===== src/hdl/assert_macros.svh =====
// Assertion helpers shared by the deframer modules.
// Each check is sampled on the rising clock and is off while reset is held.
`ifndef ASSERT_MACROS_SVH
`define ASSERT_MACROS_SVH

// Check a property on every clock edge outside reset.
`define CHK_ALWAYS(label, prop, msg) \
    label: assert property (@(posedge i_clk) disable iff (!i_rst_n) (prop)) \
        else $error(msg);

// Check that a condition implies a consequence in the same cycle.
`define CHK_SAME(label, cond, cons, msg) \
    label: assert property (@(posedge i_clk) disable iff (!i_rst_n) \
        (cond) |-> (cons)) else $error(msg);

// Check that a condition implies a consequence in the next cycle.
`define CHK_NEXT(label, cond, cons, msg) \
    label: assert property (@(posedge i_clk) disable iff (!i_rst_n) \
        (cond) |=> (cons)) else $error(msg);

`endif


===== src/hdl/alpd_pkg.sv =====
package alpd_pkg;

    localparam int unsigned QUEUE_DEPTH = 2;
    localparam int unsigned PREFIX_LEN  = 4;
    localparam int unsigned LEN_W       = 64;

    localparam logic [31:0] MAX_PAYLOAD_RST = 32'd4194304;
    localparam logic [7:0]  MAX_LINE_RST    = 8'd64;
    localparam logic [7:0]  NEWLINE_BYTE    = 8'h0A;
    localparam logic [7:0]  DIGIT_ZERO      = 8'h30;
    localparam logic [7:0]  DIGIT_NINE      = 8'h39;

    typedef enum logic [1:0] {
        KIND_PAYLOAD = 2'd0,
        KIND_EMPTY   = 2'd1,
        KIND_ERROR   = 2'd2
    } t_kind;

    typedef enum logic [2:0] {
        ERR_NONE      = 3'd0,
        ERR_LINE_LONG = 3'd1,
        ERR_PREFIX    = 3'd2,
        ERR_LENGTH    = 3'd3,
        ERR_TOO_LARGE = 3'd4
    } t_err;

    typedef enum logic {
        CFG_MAX_PAYLOAD = 1'b0,
        CFG_MAX_LINE    = 1'b1
    } t_cfg_idx;

    typedef struct packed {
        t_kind      kind;
        logic [7:0] data;
        logic       last;
        t_err       code;
    } t_result;

    // Expected header prefix "LEN ", one character per position.
    function automatic logic [7:0] hdr_char(input logic [1:0] pos);
        logic [7:0] c;
        case (pos)
            2'd0:    c = 8'h4C;
            2'd1:    c = 8'h45;
            2'd2:    c = 8'h4E;
            default: c = 8'h20;
        endcase
        return c;
    endfunction

endpackage


===== src/hdl/ascii_length_prefix_deframer.sv =====
// Channel   Direction  Handshake           Request payload
// input     in         i_valid / o_stall   i_rx_byte
// output    out        o_valid / i_stall   o_out_kind, o_out_byte, o_out_last, o_error_code
// config    in         i_cfg_we            i_cfg_idx, i_cfg_data
//
// One request is taken per cycle while o_stall is low; each result is written into the
// result queue at the edge that takes its request and is offered once it is at the queue's head.
// Reset (i_rst_n low, synchronous) empties the queue and restores both limits.
// o_stall rises only when the result queue holds P_QUEUE_DEPTH results.
// The parser keeps running while results wait, until that queue is full.
`include "assert_macros.svh"

module ascii_length_prefix_deframer #(
    parameter int unsigned P_QUEUE_DEPTH = alpd_pkg::QUEUE_DEPTH
) (
    input  logic        i_clk,
    input  logic        i_rst_n,
    input  logic        i_valid,
    output logic        o_stall,
    input  logic [7:0]  i_rx_byte,
    output logic        o_valid,
    input  logic        i_stall,
    output logic [1:0]  o_out_kind,
    output logic [7:0]  o_out_byte,
    output logic        o_out_last,
    output logic [2:0]  o_error_code,
    input  logic        i_cfg_we,
    input  logic        i_cfg_idx,
    input  logic [31:0] i_cfg_data
);

    logic              full;
    logic              push;
    alpd_pkg::t_result res;

    // Stall the input side only while the queue cannot take another result.
    assign o_stall = full;

    // Front: parse header lines, count payload bytes, classify every request.
    alpd_front u_front (
        .i_clk      (i_clk),
        .i_rst_n    (i_rst_n),
        .i_valid    (i_valid),
        .i_rx_byte  (i_rx_byte),
        .i_full     (full),
        .i_cfg_we   (i_cfg_we),
        .i_cfg_idx  (i_cfg_idx),
        .i_cfg_data (i_cfg_data),
        .o_push     (push),
        .o_res      (res)
    );

    // Back: hold results and hand them out at the downstream's pace.
    alpd_queue #(
        .P_DEPTH (P_QUEUE_DEPTH)
    ) u_queue (
        .i_clk        (i_clk),
        .i_rst_n      (i_rst_n),
        .i_push       (push),
        .i_res        (res),
        .i_stall      (i_stall),
        .o_full       (full),
        .o_valid      (o_valid),
        .o_out_kind   (o_out_kind),
        .o_out_byte   (o_out_byte),
        .o_out_last   (o_out_last),
        .o_error_code (o_error_code)
    );

endmodule


===== src/hdl/alpd_front.sv =====
`include "assert_macros.svh"

module alpd_front (
    input  logic                   i_clk,
    input  logic                   i_rst_n,
    input  logic                   i_valid,
    input  logic [7:0]             i_rx_byte,
    input  logic                   i_full,
    input  logic                   i_cfg_we,
    input  logic                   i_cfg_idx,
    input  logic [31:0]            i_cfg_data,
    output logic                   o_push,
    output alpd_pkg::t_result      o_res
);

    logic        r_in_payload, n_in_payload;
    logic [7:0]  r_line, n_line;
    logic        r_prefix_ok, n_prefix_ok;
    logic        r_digits, n_digits;
    logic        r_nondigit, n_nondigit;
    logic [alpd_pkg::LEN_W-1:0] r_len, n_len;
    logic        r_ovf, n_ovf;
    logic [31:0] r_left, n_left;
    logic [31:0] r_max_payload;
    logic [7:0]  r_max_line;

    logic                         acc;
    logic [alpd_pkg::LEN_W+3:0]   len_x10;
    logic [8:0]                   line_inc;
    logic                         too_large;

    assign acc      = i_valid && !i_full;
    assign line_inc = {1'b0, r_line} + 9'd1;
    // value * 10 + digit, four guard bits catch a 64-bit overflow
    assign len_x10  = ({4'd0, r_len} << 3) + ({4'd0, r_len} << 1)
                    + (alpd_pkg::LEN_W+4)'(i_rx_byte - alpd_pkg::DIGIT_ZERO);
    assign too_large = (|r_len[alpd_pkg::LEN_W-1:32]) || (r_len[31:0] > r_max_payload);

    always_comb begin
        n_in_payload = r_in_payload;
        n_line       = r_line;
        n_prefix_ok  = r_prefix_ok;
        n_digits     = r_digits;
        n_nondigit   = r_nondigit;
        n_len        = r_len;
        n_ovf        = r_ovf;
        n_left       = r_left;
        o_push       = 1'b0;
        o_res.kind   = alpd_pkg::KIND_ERROR;
        o_res.data   = 8'd0;
        o_res.last   = 1'b0;
        o_res.code   = alpd_pkg::ERR_NONE;
        if (acc) begin
            if (r_in_payload) begin
                n_left     = r_left - 32'd1;
                o_push     = 1'b1;
                o_res.kind = alpd_pkg::KIND_PAYLOAD;
                o_res.data = i_rx_byte;
                o_res.last = (r_left == 32'd1);
                if (r_left == 32'd1) begin
                    n_in_payload = 1'b0;
                end
            end else if (i_rx_byte != alpd_pkg::NEWLINE_BYTE) begin
                if (line_inc > {1'b0, r_max_line}) begin
                    o_push     = 1'b1;
                    o_res.code = alpd_pkg::ERR_LINE_LONG;
                end else begin
                    n_line = line_inc[7:0];
                    if (r_line < 8'(alpd_pkg::PREFIX_LEN)) begin
                        if (i_rx_byte != alpd_pkg::hdr_char(r_line[1:0])) begin
                            n_prefix_ok = 1'b0;
                        end
                    end else if (i_rx_byte inside {[alpd_pkg::DIGIT_ZERO:
                                                    alpd_pkg::DIGIT_NINE]}) begin
                        n_digits = 1'b1;
                        n_len    = len_x10[alpd_pkg::LEN_W-1:0];
                        if (|len_x10[alpd_pkg::LEN_W+3:alpd_pkg::LEN_W]) begin
                            n_ovf = 1'b1;
                        end
                    end else begin
                        n_nondigit = 1'b1;
                    end
                end
            end else begin
                if (!r_prefix_ok || r_line < 8'(alpd_pkg::PREFIX_LEN)) begin
                    o_push     = 1'b1;
                    o_res.code = alpd_pkg::ERR_PREFIX;
                end else if (!r_digits || r_nondigit || r_ovf) begin
                    o_push     = 1'b1;
                    o_res.code = alpd_pkg::ERR_LENGTH;
                end else if (too_large) begin
                    o_push     = 1'b1;
                    o_res.code = alpd_pkg::ERR_TOO_LARGE;
                end else if (r_len[31:0] == 32'd0) begin
                    o_push     = 1'b1;
                    o_res.kind = alpd_pkg::KIND_EMPTY;
                    o_res.last = 1'b1;
                end else begin
                    n_left       = r_len[31:0];
                    n_in_payload = 1'b1;
                end
            end
            // every result and every newline ends the header line
            if (o_push || i_rx_byte == alpd_pkg::NEWLINE_BYTE || r_in_payload) begin
                if (o_push || !r_in_payload) begin
                    n_line      = 8'd0;
                    n_prefix_ok = 1'b1;
                    n_digits    = 1'b0;
                    n_nondigit  = 1'b0;
                    n_len       = '0;
                    n_ovf       = 1'b0;
                end
            end
        end
    end

    always_ff @(posedge i_clk) begin
        if (!i_rst_n) begin
            r_in_payload  <= 1'b0;
            r_line        <= 8'd0;
            r_prefix_ok   <= 1'b1;
            r_digits      <= 1'b0;
            r_nondigit    <= 1'b0;
            r_len         <= '0;
            r_ovf         <= 1'b0;
            r_left        <= 32'd0;
            r_max_payload <= alpd_pkg::MAX_PAYLOAD_RST;
            r_max_line    <= alpd_pkg::MAX_LINE_RST;
        end else begin
            r_in_payload <= n_in_payload;
            r_line       <= n_line;
            r_prefix_ok  <= n_prefix_ok;
            r_digits     <= n_digits;
            r_nondigit   <= n_nondigit;
            r_len        <= n_len;
            r_ovf        <= n_ovf;
            r_left       <= n_left;
            if (i_cfg_we) begin
                case (alpd_pkg::t_cfg_idx'(i_cfg_idx))
                    alpd_pkg::CFG_MAX_PAYLOAD: r_max_payload <= i_cfg_data;
                    alpd_pkg::CFG_MAX_LINE:    r_max_line    <= i_cfg_data[7:0];
                    default: ;
                endcase
            end
        end
    end

    `CHK_ALWAYS(a_payload_count, !r_in_payload || r_left != 32'd0,
        "payload mode with no bytes left")
    `CHK_SAME(a_payload_push, acc && r_in_payload,
        o_push && o_res.kind == alpd_pkg::KIND_PAYLOAD,
        "payload byte accepted without a payload result")
    `CHK_NEXT(a_result_clears, o_push && o_res.kind != alpd_pkg::KIND_PAYLOAD,
        !r_in_payload && r_line == 8'd0,
        "header state not cleared after a header result")

endmodule


===== src/hdl/alpd_queue.sv =====
`include "assert_macros.svh"

module alpd_queue #(
    parameter int unsigned P_DEPTH = alpd_pkg::QUEUE_DEPTH
) (
    input  logic                   i_clk,
    input  logic                   i_rst_n,
    input  logic                   i_push,
    input  alpd_pkg::t_result      i_res,
    input  logic                   i_stall,
    output logic                   o_full,
    output logic                   o_valid,
    output logic [1:0]             o_out_kind,
    output logic [7:0]             o_out_byte,
    output logic                   o_out_last,
    output logic [2:0]             o_error_code
);

    localparam int unsigned PTR_W = (P_DEPTH > 1) ? $clog2(P_DEPTH) : 1;
    localparam int unsigned CNT_W = $clog2(P_DEPTH + 1);

    alpd_pkg::t_result r_mem [P_DEPTH];
    logic [PTR_W-1:0]  r_wr, n_wr;
    logic [PTR_W-1:0]  r_rd, n_rd;
    logic [CNT_W-1:0]  r_cnt, n_cnt;
    logic              pop;
    alpd_pkg::t_result head;

    assign o_full  = (r_cnt == CNT_W'(P_DEPTH));
    assign o_valid = (r_cnt != '0);
    assign pop     = o_valid && !i_stall;
    assign head    = r_mem[r_rd];

    assign o_out_kind   = head.kind;
    assign o_out_byte   = head.data;
    assign o_out_last   = head.last;
    assign o_error_code = head.code;

    always_comb begin
        n_wr  = r_wr;
        n_rd  = r_rd;
        n_cnt = r_cnt;
        if (i_push) begin
            n_wr = (r_wr == PTR_W'(P_DEPTH - 1)) ? '0 : r_wr + 1'b1;
        end
        if (pop) begin
            n_rd = (r_rd == PTR_W'(P_DEPTH - 1)) ? '0 : r_rd + 1'b1;
        end
        if (i_push && !pop) begin
            n_cnt = r_cnt + 1'b1;
        end else if (pop && !i_push) begin
            n_cnt = r_cnt - 1'b1;
        end
    end

    always_ff @(posedge i_clk) begin
        if (i_push) begin
            r_mem[r_wr] <= i_res;
        end
    end

    always_ff @(posedge i_clk) begin
        if (!i_rst_n) begin
            r_wr  <= '0;
            r_rd  <= '0;
            r_cnt <= '0;
        end else begin
            r_wr  <= n_wr;
            r_rd  <= n_rd;
            r_cnt <= n_cnt;
        end
    end

    `CHK_SAME(a_no_overrun, o_full, !i_push, "push into a full queue")
    `CHK_ALWAYS(a_count_range, r_cnt <= CNT_W'(P_DEPTH), "queue count out of range")

endmodule

===== config.mk =====
export PLATFORM = sky130hd
export DESIGN_NAME = ascii_length_prefix_deframer
export DESIGN_NICKNAME = d
export VERILOG_FILES = /design/src/hdl/alpd_pkg.sv /design/src/hdl/ascii_length_prefix_deframer.sv /design/src/hdl/alpd_front.sv /design/src/hdl/alpd_queue.sv
export VERILOG_INCLUDE_DIRS = /design/src /design/src/hdl
export SDC_FILE = /design/constraint.sdc
export NUM_CORES = 1
export LEC_CHECK = 0
export BUFFER_PORTS_ARGS = -buffer_cell sky130_fd_sc_hd__buf_2
export CORE_UTILIZATION = 63
export CTS_CLUSTER_SIZE = 16
export DETAILED_ROUTE_END_ITERATION = 10
export PLACE_DENSITY = 0.83
export SETUP_SLACK_MARGIN = 0.1
export SLEW_MARGIN = 20
export SYNTH_ARGS = -nofsm -noshare
export SYNTH_HDL_FRONTEND = slang
export SYNTH_SLANG_ARGS = --single-unit

===== constraint.sdc =====
create_clock -name i_clk -period 6.7 [get_ports i_clk]
set_input_delay 0.335 -clock i_clk [delete_from_list [all_inputs] [get_ports i_clk]]
set_output_delay 0.335 -clock i_clk [all_outputs]
set_load 0.005 [all_outputs]

==> flow_metrics.py, run 1 <==
metrics = {
    "synthesis": {
        "synth_edf_count": 28,
        "synth_cell_types": 76,
        "syn-instance-count": 1726,
        "synth.largest_area_cell": "dfxtp_1",
        "synth_common_cells": "nand2_1, a21oi_1, nor2_1",
        "synth_area_um2": 14190,
        "yosysSeqAreaShare": 0.2765,
        "synth_area_per_cell_um2": 8.221,
        "synthTopCellsByArea": "dfxtp_1, ha_1, fa_1, edfxtp_1, a21oi_1",
        "synth-main-ff-cell": "dfxtp_1",
        "yosysMostFrequentCell": "nand2_1",
        "ys_warn_count": 0,
        "synth_top_area_frac": 0.2173,
        "synth-seq-cells": 182,
        "synthArstFlopShare": 0,
        "syn_nets": 1954,
    },
    "route": {
        "drt_wl_total_um": 38550,
        "final_antenna_net_count": 0,
        "vias_per_cell": 6.466,
        "drt-wirelength-per-cell_um": 19.09,
        "drtIter0Drc": 1245,
        "vias": 13055,
        "drtPass1Iterations": 8,
        "drc": 16,
    },
    "timing": {
        "setup_violations": 0,
        "tightest_slew_ns": 1.070,
        "rsz0062_at_grt": "false",
        "max_freq_mhz": 203.4,
        "min_period_over_period": 0.7339,
        "drv_slew": 0,
        "hold_viol": 0,
        "finalSetupTns_ns": 0,
        "clock_skew_ns": 0.01650,
        "period_minus_slack_ns": 4.917,
        "finalWorstSetupSlack_ns": 1.783,
        "slew_headroom": 0.2788,
    },
    "final_layout": {
        "diodes": 0,
        "drive_gt1_frac": 0.08626,
        "finalNetCount": 1954,
        "seqCellArea_um2": 3925,
        "multiInputGateArea_um2": 9594,
        "areaGrowthSynthToFinish_pct": 7.020,
        "fillCellCount": 1824,
        "postLayoutCellArea_um2": 15180,
    },
    "floorplan": {
        "initial_utilization": 0.6462,
        "coreArea_um2": 21960,
        "pin_count": 62,
        "die_w_um": 152.1,
        "die_h_um": 152.1,
        "dieArea_um2": 23130,
        "floorplan.rows": 54,
    },
    "clock_network": {
        "clk_latency_ns": 0.45,
        "postCtsSetupRepairBufs": 0,
        "htreeDepth": 4,
        "path_clk_slew_ns": 0.08,
        "cts_resized": 0,
        "clock-root-buffer": "clkbuf_16",
        "clockBufferDepth": 2,
        "numClockSinks": 182,
        "cts_buffers": 17,
        "ctsHoldBuffers": 0,
        "tritoncts": "built",
    },
    "pwr": {
        "ir_drop_v": 0.0002441,
        "p_leak_nw": 6.407,
        "p_per_area_nw_per_um2": 171.4,
    },
    "global_routing": {
        "grt_pass1_vias": 12773,
        "top_usage_layer": "met2",
        "antenna_found_initial": 0,
        "overflow": 0,
        "grt_max_degree": 81,
        "use_met1": 0.4524,
        "grt_usage": 0.3398,
        "use_met2": 0.5644,
        "grt_pass1_wl_um": 63680,
        "use_met3": 0.04706,
    },
    "outcome": {
        "outcome": "finished with violations",
        "violations": "DRC",
    },
    "placed_design": {
        "gp_congestion": 0.9377,
        "port-buffer-count": 61,
        "place_ws_ns": 1.382,
        "place_area_um2": 14580,
        "place_hpwl_um": 28310,
    },
    "critical_path": {
        "arrival_ns": 5.23,
        "path_max_fanout": 41,
        "start_kind": "input pin",
        "rr_startpoint": "u_front.r_line[0]",
        "end_kind": "flop",
        "path_class": "input pin to flop",
        "crit_start": "i_rx_byte[4]",
        "cp_data_required_time_ns": 7.01,
    },
    "min_path": {
        "hold_start": "i_cfg_data[20]",
        "hold_path.class": "input pin to flop",
    },
    "run": {
        "cap_violations": 0,
    },
}
[routing by layer]
metal / vias up / part of all wire
li1: 6175 / -
met1: 6251 / 0.43
met2: 553 / 0.47
met3: 76 / 0.072
met4: 0 / 0.027
met5: - / 0
[cells by family after synthesis]
| logic type | share of synthesized area |
|---|---|
| buffers and inverters | 0.04876 |
| AOI/OAI and AO/OA | 0.2202 |
| adders and majority gates | 0.1938 |
| DFF | 0.2765 |
| muxes | 0.01605 |
| xor gates and xnor gates | 0.04938 |
| and+or+nand+nor | 0.1952 |
[worst max-delay path, stage by stage]
cell and delay [ns]:
buf_2 0.15, ha_1 0.25, or3_1 0.46, inv_2 0.47, buf_12 0.33, fa_1 0.47
ha_1 0.40, a211oi_1 0.30, o21ai_0 0.14, a221oi_1 0.31, o31ai_1 0.13, nor3_1 0.49
o31a_1 0.35, o21ai_1 0.14, a31oi_1 0.22, xor2_1 0.16, o21ai_0 0.08
[cells in the final DEF, fill, tap and decap left out, types with 34 or more instances in the layout]
| master | Yosys | layout |
|---|---|---|
| nand2_1 | 215 | 215 |
| xnor2_1 | 40 | 40 |
| nand4_1 | 34 | 34 |
| ha_1 | 119 | 119 |
| inv_1 | 93 | 91 |
| nand3_1 | 44 | 44 |
| a21oi_1 | 166 | 166 |
| dfxtp_1 | 154 | 153 |
| xor2_1 | 40 | 40 |
| fa_1 | 63 | 63 |
| buf_2 | 7 | 61 |
| o21ai_0 | 95 | 95 |
| nor2_1 | 157 | 157 |
| a22oi_1 | 50 | 50 |
[report_power, final]
part | total [mW] | switching, mW | internal (mW) | leakage, nW
Combinational | 0.400 | 0.239 | 0.161 | 4.60
Clock | 1.04 | 0.513 | 0.524 | 0.297
Sequential | 1.17 | 0.0309 | 1.13 | 1.51
Total | 2.60 | 0.783 | 1.82 | 6.41
[stage by stage]
step | instances | hold slack, ns | total power [mW] | util
floorplan | 1726 | 0.4363 | 1.462 | -
global placement | 1987 | 0.4445 | 1.570 | 0.6638
detailed placement | 1987 | 0.4467 | 1.585 | 0.6638
CTS | 2019 | 0.1203 | 2.601 | 0.6909
global route | 2019 | 0.1316 | 2.697 | 0.6915
finish | 2019 | 0.1209 | 2.603 | 0.6915
[final cells by class]
type,instances,share of cell area
clock buffers,18,0.02966
clock inverters,14,0.009476
inverters,93,0.02307
multi-input cells,1364,0.6318
flip-flops and latches,182,0.2585
well taps,280,0.02307
repair buffers,68,0.02439
[sequential cells by signal, summed over array words and instances (netlist names), named ones only]
signal and count:
u_queue.r_wr 1, u_queue.r_rd 1, u_front.r_line 8, u_front.r_prefix_ok 1
u_front.r_max_line 8, u_front.r_ovf 1, u_front.r_nondigit 1, u_queue.r_cnt 2
u_front.r_left 32, u_front.r_in_payload 1, u_front.r_digits 1, u_front.r_max_payload 32
u_queue.r_mem 28, u_front.r_len 64
[worst paths after layout]
check / endpoint / slack [ns] / depth (start not counted)
worst min-delay path: u_front.r_max_payload[20] / 0.12 / 3
worst max register to register: u_queue.r_cnt[1] / 2.02 / 15
worst max-delay path: u_front.r_len[62] / 1.78 / 17
worst min register to register: u_front.r_max_payload[2] / 0.46 / 2
(Power assumes the default switching activity.)
==> run 2: changes to the inputs <==
Settings changed: ABC_AREA set to 1, CORE_UTILIZATION 63 to 58, PLACE_DENSITY 0.83 to 0.8.
Clock period 6.7 ns to 4.1 ns, I/O delays scaled along.
==> flow_metrics.py, run 2 <==
metrics = {
    "timing": {
        "whs_ns": 0.02073,
        "drv_slew": 0,
        "period_minus_slack_ns": 3.777,
        "clock_skew_ns": 0.01620,
        "max_freq_mhz": 264.7,
        "slew_headroom": 0.4058,
        "rsz0062_at_grt": "false",
        "finalWorstSetupSlack_ns": 0.3226,
        "min_period_over_period": 0.9213,
        "hold_viol": 0,
        "setup_violations": 0,
        "tightest_slew_ns": 0.8914,
    },
    "synthesis": {
        "synth_xor_xnor_area_share": 0.02786,
        "synth_top_family_by_area": "simple AND/OR/NAND/NOR gates",
        "synth_edf_count": 28,
        "syn-instance-count": 2641,
        "synth-main-ff-cell": "dfxtp_1",
        "synthAdderAreaFrac": 0.1620,
        "synth_compound_area_frac": 0.1420,
        "synth_simple_gate_area_share": 0.3116,
        "synthTopCellsByArea": "dfxtp_1, nand2_1, inv_1, ha_1, fa_1",
        "synth_mux_area_frac": 0.009287,
        "synth.largest_area_cell": "dfxtp_1",
        "synth_top_area_frac": 0.1816,
        "synth_area_um2": 16980,
        "yosysMostFrequentCell": "nand2_1",
        "synth-seq-cells": 182,
        "synth_cell_types": 50,
        "synthArstFlopShare": 0,
        "synth_common_cells": "nand2_1, inv_1, nor2_1",
        "yosysSeqAreaShare": 0.2311,
        "ys_warn_count": 0,
        "syn_nets": 2869,
        "synth_area_per_cell_um2": 6.428,
    },
    "min_path": {
        "holdPathStages": 3,
        "hold_start": "i_cfg_data[14]",
        "hold_path.class": "input pin to flop",
        "holdPathEnd": "u_front.r_max_payload[14]",
    },
    "route": {
        "vias": 17517,
        "drt-wirelength-per-cell_um": 18.10,
        "drt_wl_total_um": 56010,
        "drtPass1Iterations": 6,
        "vias_per_cell": 5.660,
        "drtIter0Drc": 1788,
        "drc": 0,
        "final_antenna_net_count": 0,
    },
    "critical_path": {
        "rr_startpoint": "u_front.r_line[0]",
        "worstReg2RegEnd": "u_front.r_len[46]",
        "r2r_setup_slack_ns": 0.32,
        "arrival_ns": 4.10,
        "cpPeakStageDelay_ns": 0.46,
        "r2r_cells": 17,
        "end_kind": "flop",
        "crit_family": "simple AND/OR/NAND/NOR gates",
        "crit_slowest_cell": "dfxtp_1",
        "cp_data_required_time_ns": 4.42,
        "path_buf_inv": 4,
        "start_kind": "flop",
        "path_max_fanout": 23,
        "worstSetupPathDepth": 17,
        "path_class": "flop to flop",
        "crit_chain": "inv_1, nor3_2, nand3_1, nand3b_1, xnor2_1, ha_1, inv_1, o211ai_1, a21oi_2, nand2_1, nand2_4, nand2_4, inv_2, buf_4, o21ai_1, nand2_1, a21oi_1",
    },
    "final_layout": {
        "seqCellArea_um2": 3924,
        "areaGrowthSynthToFinish_pct": 8.521,
        "finalNetCount": 2925,
        "multiInputGateArea_um2": 11110,
        "largest_reg_flops": 64,
        "top_regs": "u_front.r_len (64), u_front.r_left (32), u_front.r_max_payload (32)",
        "drive_gt1_frac": 0.07085,
        "fillCellCount": 2713,
        "final_cells": 3095,
        "final_common_cell": "nand2_1",
        "final_cell_mix": "nand2_1, inv_1, nor2_1",
        "final_core_util": 0.6401,
        "regMostFlops": "u_front.r_len",
    },
    "global_routing": {
        "grt_pass1_vias": 16532,
        "overflow": 0,
        "grt_pass1_wl_um": 87920,
        "antenna_found_initial": 1,
        "grt_max_degree": 78,
        "grt_usage": 0.3784,
    },
    "outcome": {
        "outcome": "completed",
    },
    "clock_network": {
        "path_clk_slew_ns": 0.08,
        "clockBufferDepth": 2,
        "postCtsSetupRepairBufs": 0,
        "clk_latency_ns": 0.47,
        "htreeDepth": 4,
        "numClockSinks": 182,
        "clock-root-buffer": "clkbuf_16",
        "cts_buffers": 17,
        "tritoncts": "built",
    },
    "placed_design": {
        "place_ws_ns": -0.06669,
        "port-buffer-count": 61,
        "gp_congestion": 1.011,
        "dp_cells": 3059,
        "place_hpwl_um": 43980,
    },
    "floorplan": {
        "die_w_um": 173.1,
        "initial_utilization": 0.5898,
        "die_h_um": 173.1,
        "pin_count": 62,
        "floorplan.rows": 62,
        "coreArea_um2": 28780,
        "dieArea_um2": 29960,
    },
    "pwr": {
        "p_leak_nw": 9.455,
        "power_mw": 4.556,
        "ir_drop_v": 0.0002789,
        "p_per_area_nw_per_um2": 247.3,
    },
    "run": {
        "cap_violations": 0,
    },
}
## run 2: cell count changes after synthesis, moves of 20 or more
cell      previous run  this run
nor2_1             157       294
nand2_1            215       765
inv_1               93       429
nand3_1             44       119
clkbuf_1            73        41
a22oi_1             50         1
a21o_1              26         6
a21oi_1            166       222
## run 2: cell type report
cell class / instances / share of cell area
clock buffer: 19 / 0.02350
multi-input combinational: 1960 / 0.6033
inverter: 435 / 0.08870
antenna: 1 / 0.0001358
clock inverter: 13 / 0.009984
timing repair buffer: 101 / 0.03532
sequential: 182 / 0.2130
tap: 384 / 0.02608
## run 2: worst reg2reg max path: stages, from the launching register on
cell	delay, ns
dfxtp_1	0.46
inv_1	0.16
nor3_2	0.27
nand3_1	0.15
nand3b_1	0.20
xnor2_1	0.22
ha_1	0.31
inv_1	0.07
o211ai_1	0.11
a21oi_2	0.11
nand2_1	0.09
nand2_4	0.14
nand2_4	0.21
inv_2	0.35
buf_4	0.40
o21ai_1	0.21
nand2_1	0.10
a21oi_1	0.06
## run 2: worst max path at each step
stage / from / end / slack (ns)
4_1_cts: u_front.r_line[0] / u_front.r_len[46] / 0.33
2_1_floorplan: i_rx_byte[7] / u_front.r_len[53] / 0.13
3_3_place_gp: i_rx_byte[6] / u_front.r_len[46] / -0.05
3_5_place_dp: i_rx_byte[6] / u_front.r_len[46] / -0.07
5_1_grt: u_front.r_line[0] / u_queue.r_cnt[1] / 0.10
6_report: u_front.r_line[0] / u_front.r_len[46] / 0.32
## run 2: what timing repair did
action,CTS,global route
setup endpoints to repair,0,2
resized for setup,0,3
endpoints found under the hold margin,3,0
hold buffers,3,0
## run 2: where the power goes
part | switching [mW] | total [mW] | internal [mW]
clock network | 0.827 | 1.81 | 0.980
logic | 0.560 | 0.837 | 0.277
registers | 0.0513 | 1.91 | 1.86
## run 2: metrics by stage
stage | TNS (ns) | instance area [um2]
after detailed placement | -0.06669 | 17760
final | 0 | 18420
after global placement | -0.05056 | 17760
after CTS | 0 | 18410
after floorplan | 0 | 16990
after global routing | 0 | 18420
## run 2: cell families after synthesis
kind of cell,Yosys count
AND/OR/NAND/NOR,1292
adder cells (fa/ha/maj),182
flip-flops,182
multiplexers,14
buffers and inverters,499
XOR/XNOR,54
AO/OA/AOI/OAI,418
## run 2: layer usage
| metal | routed length, um | GRT usage |
|---|---|---|
| met3 | 5940 | 0.1003 |
| met2 | 23630 | 0.5711 |
| met4 | 2266 | 0.1681 |
| met5 | 0 | 0 |
| met1 | 24170 | 0.5072 |
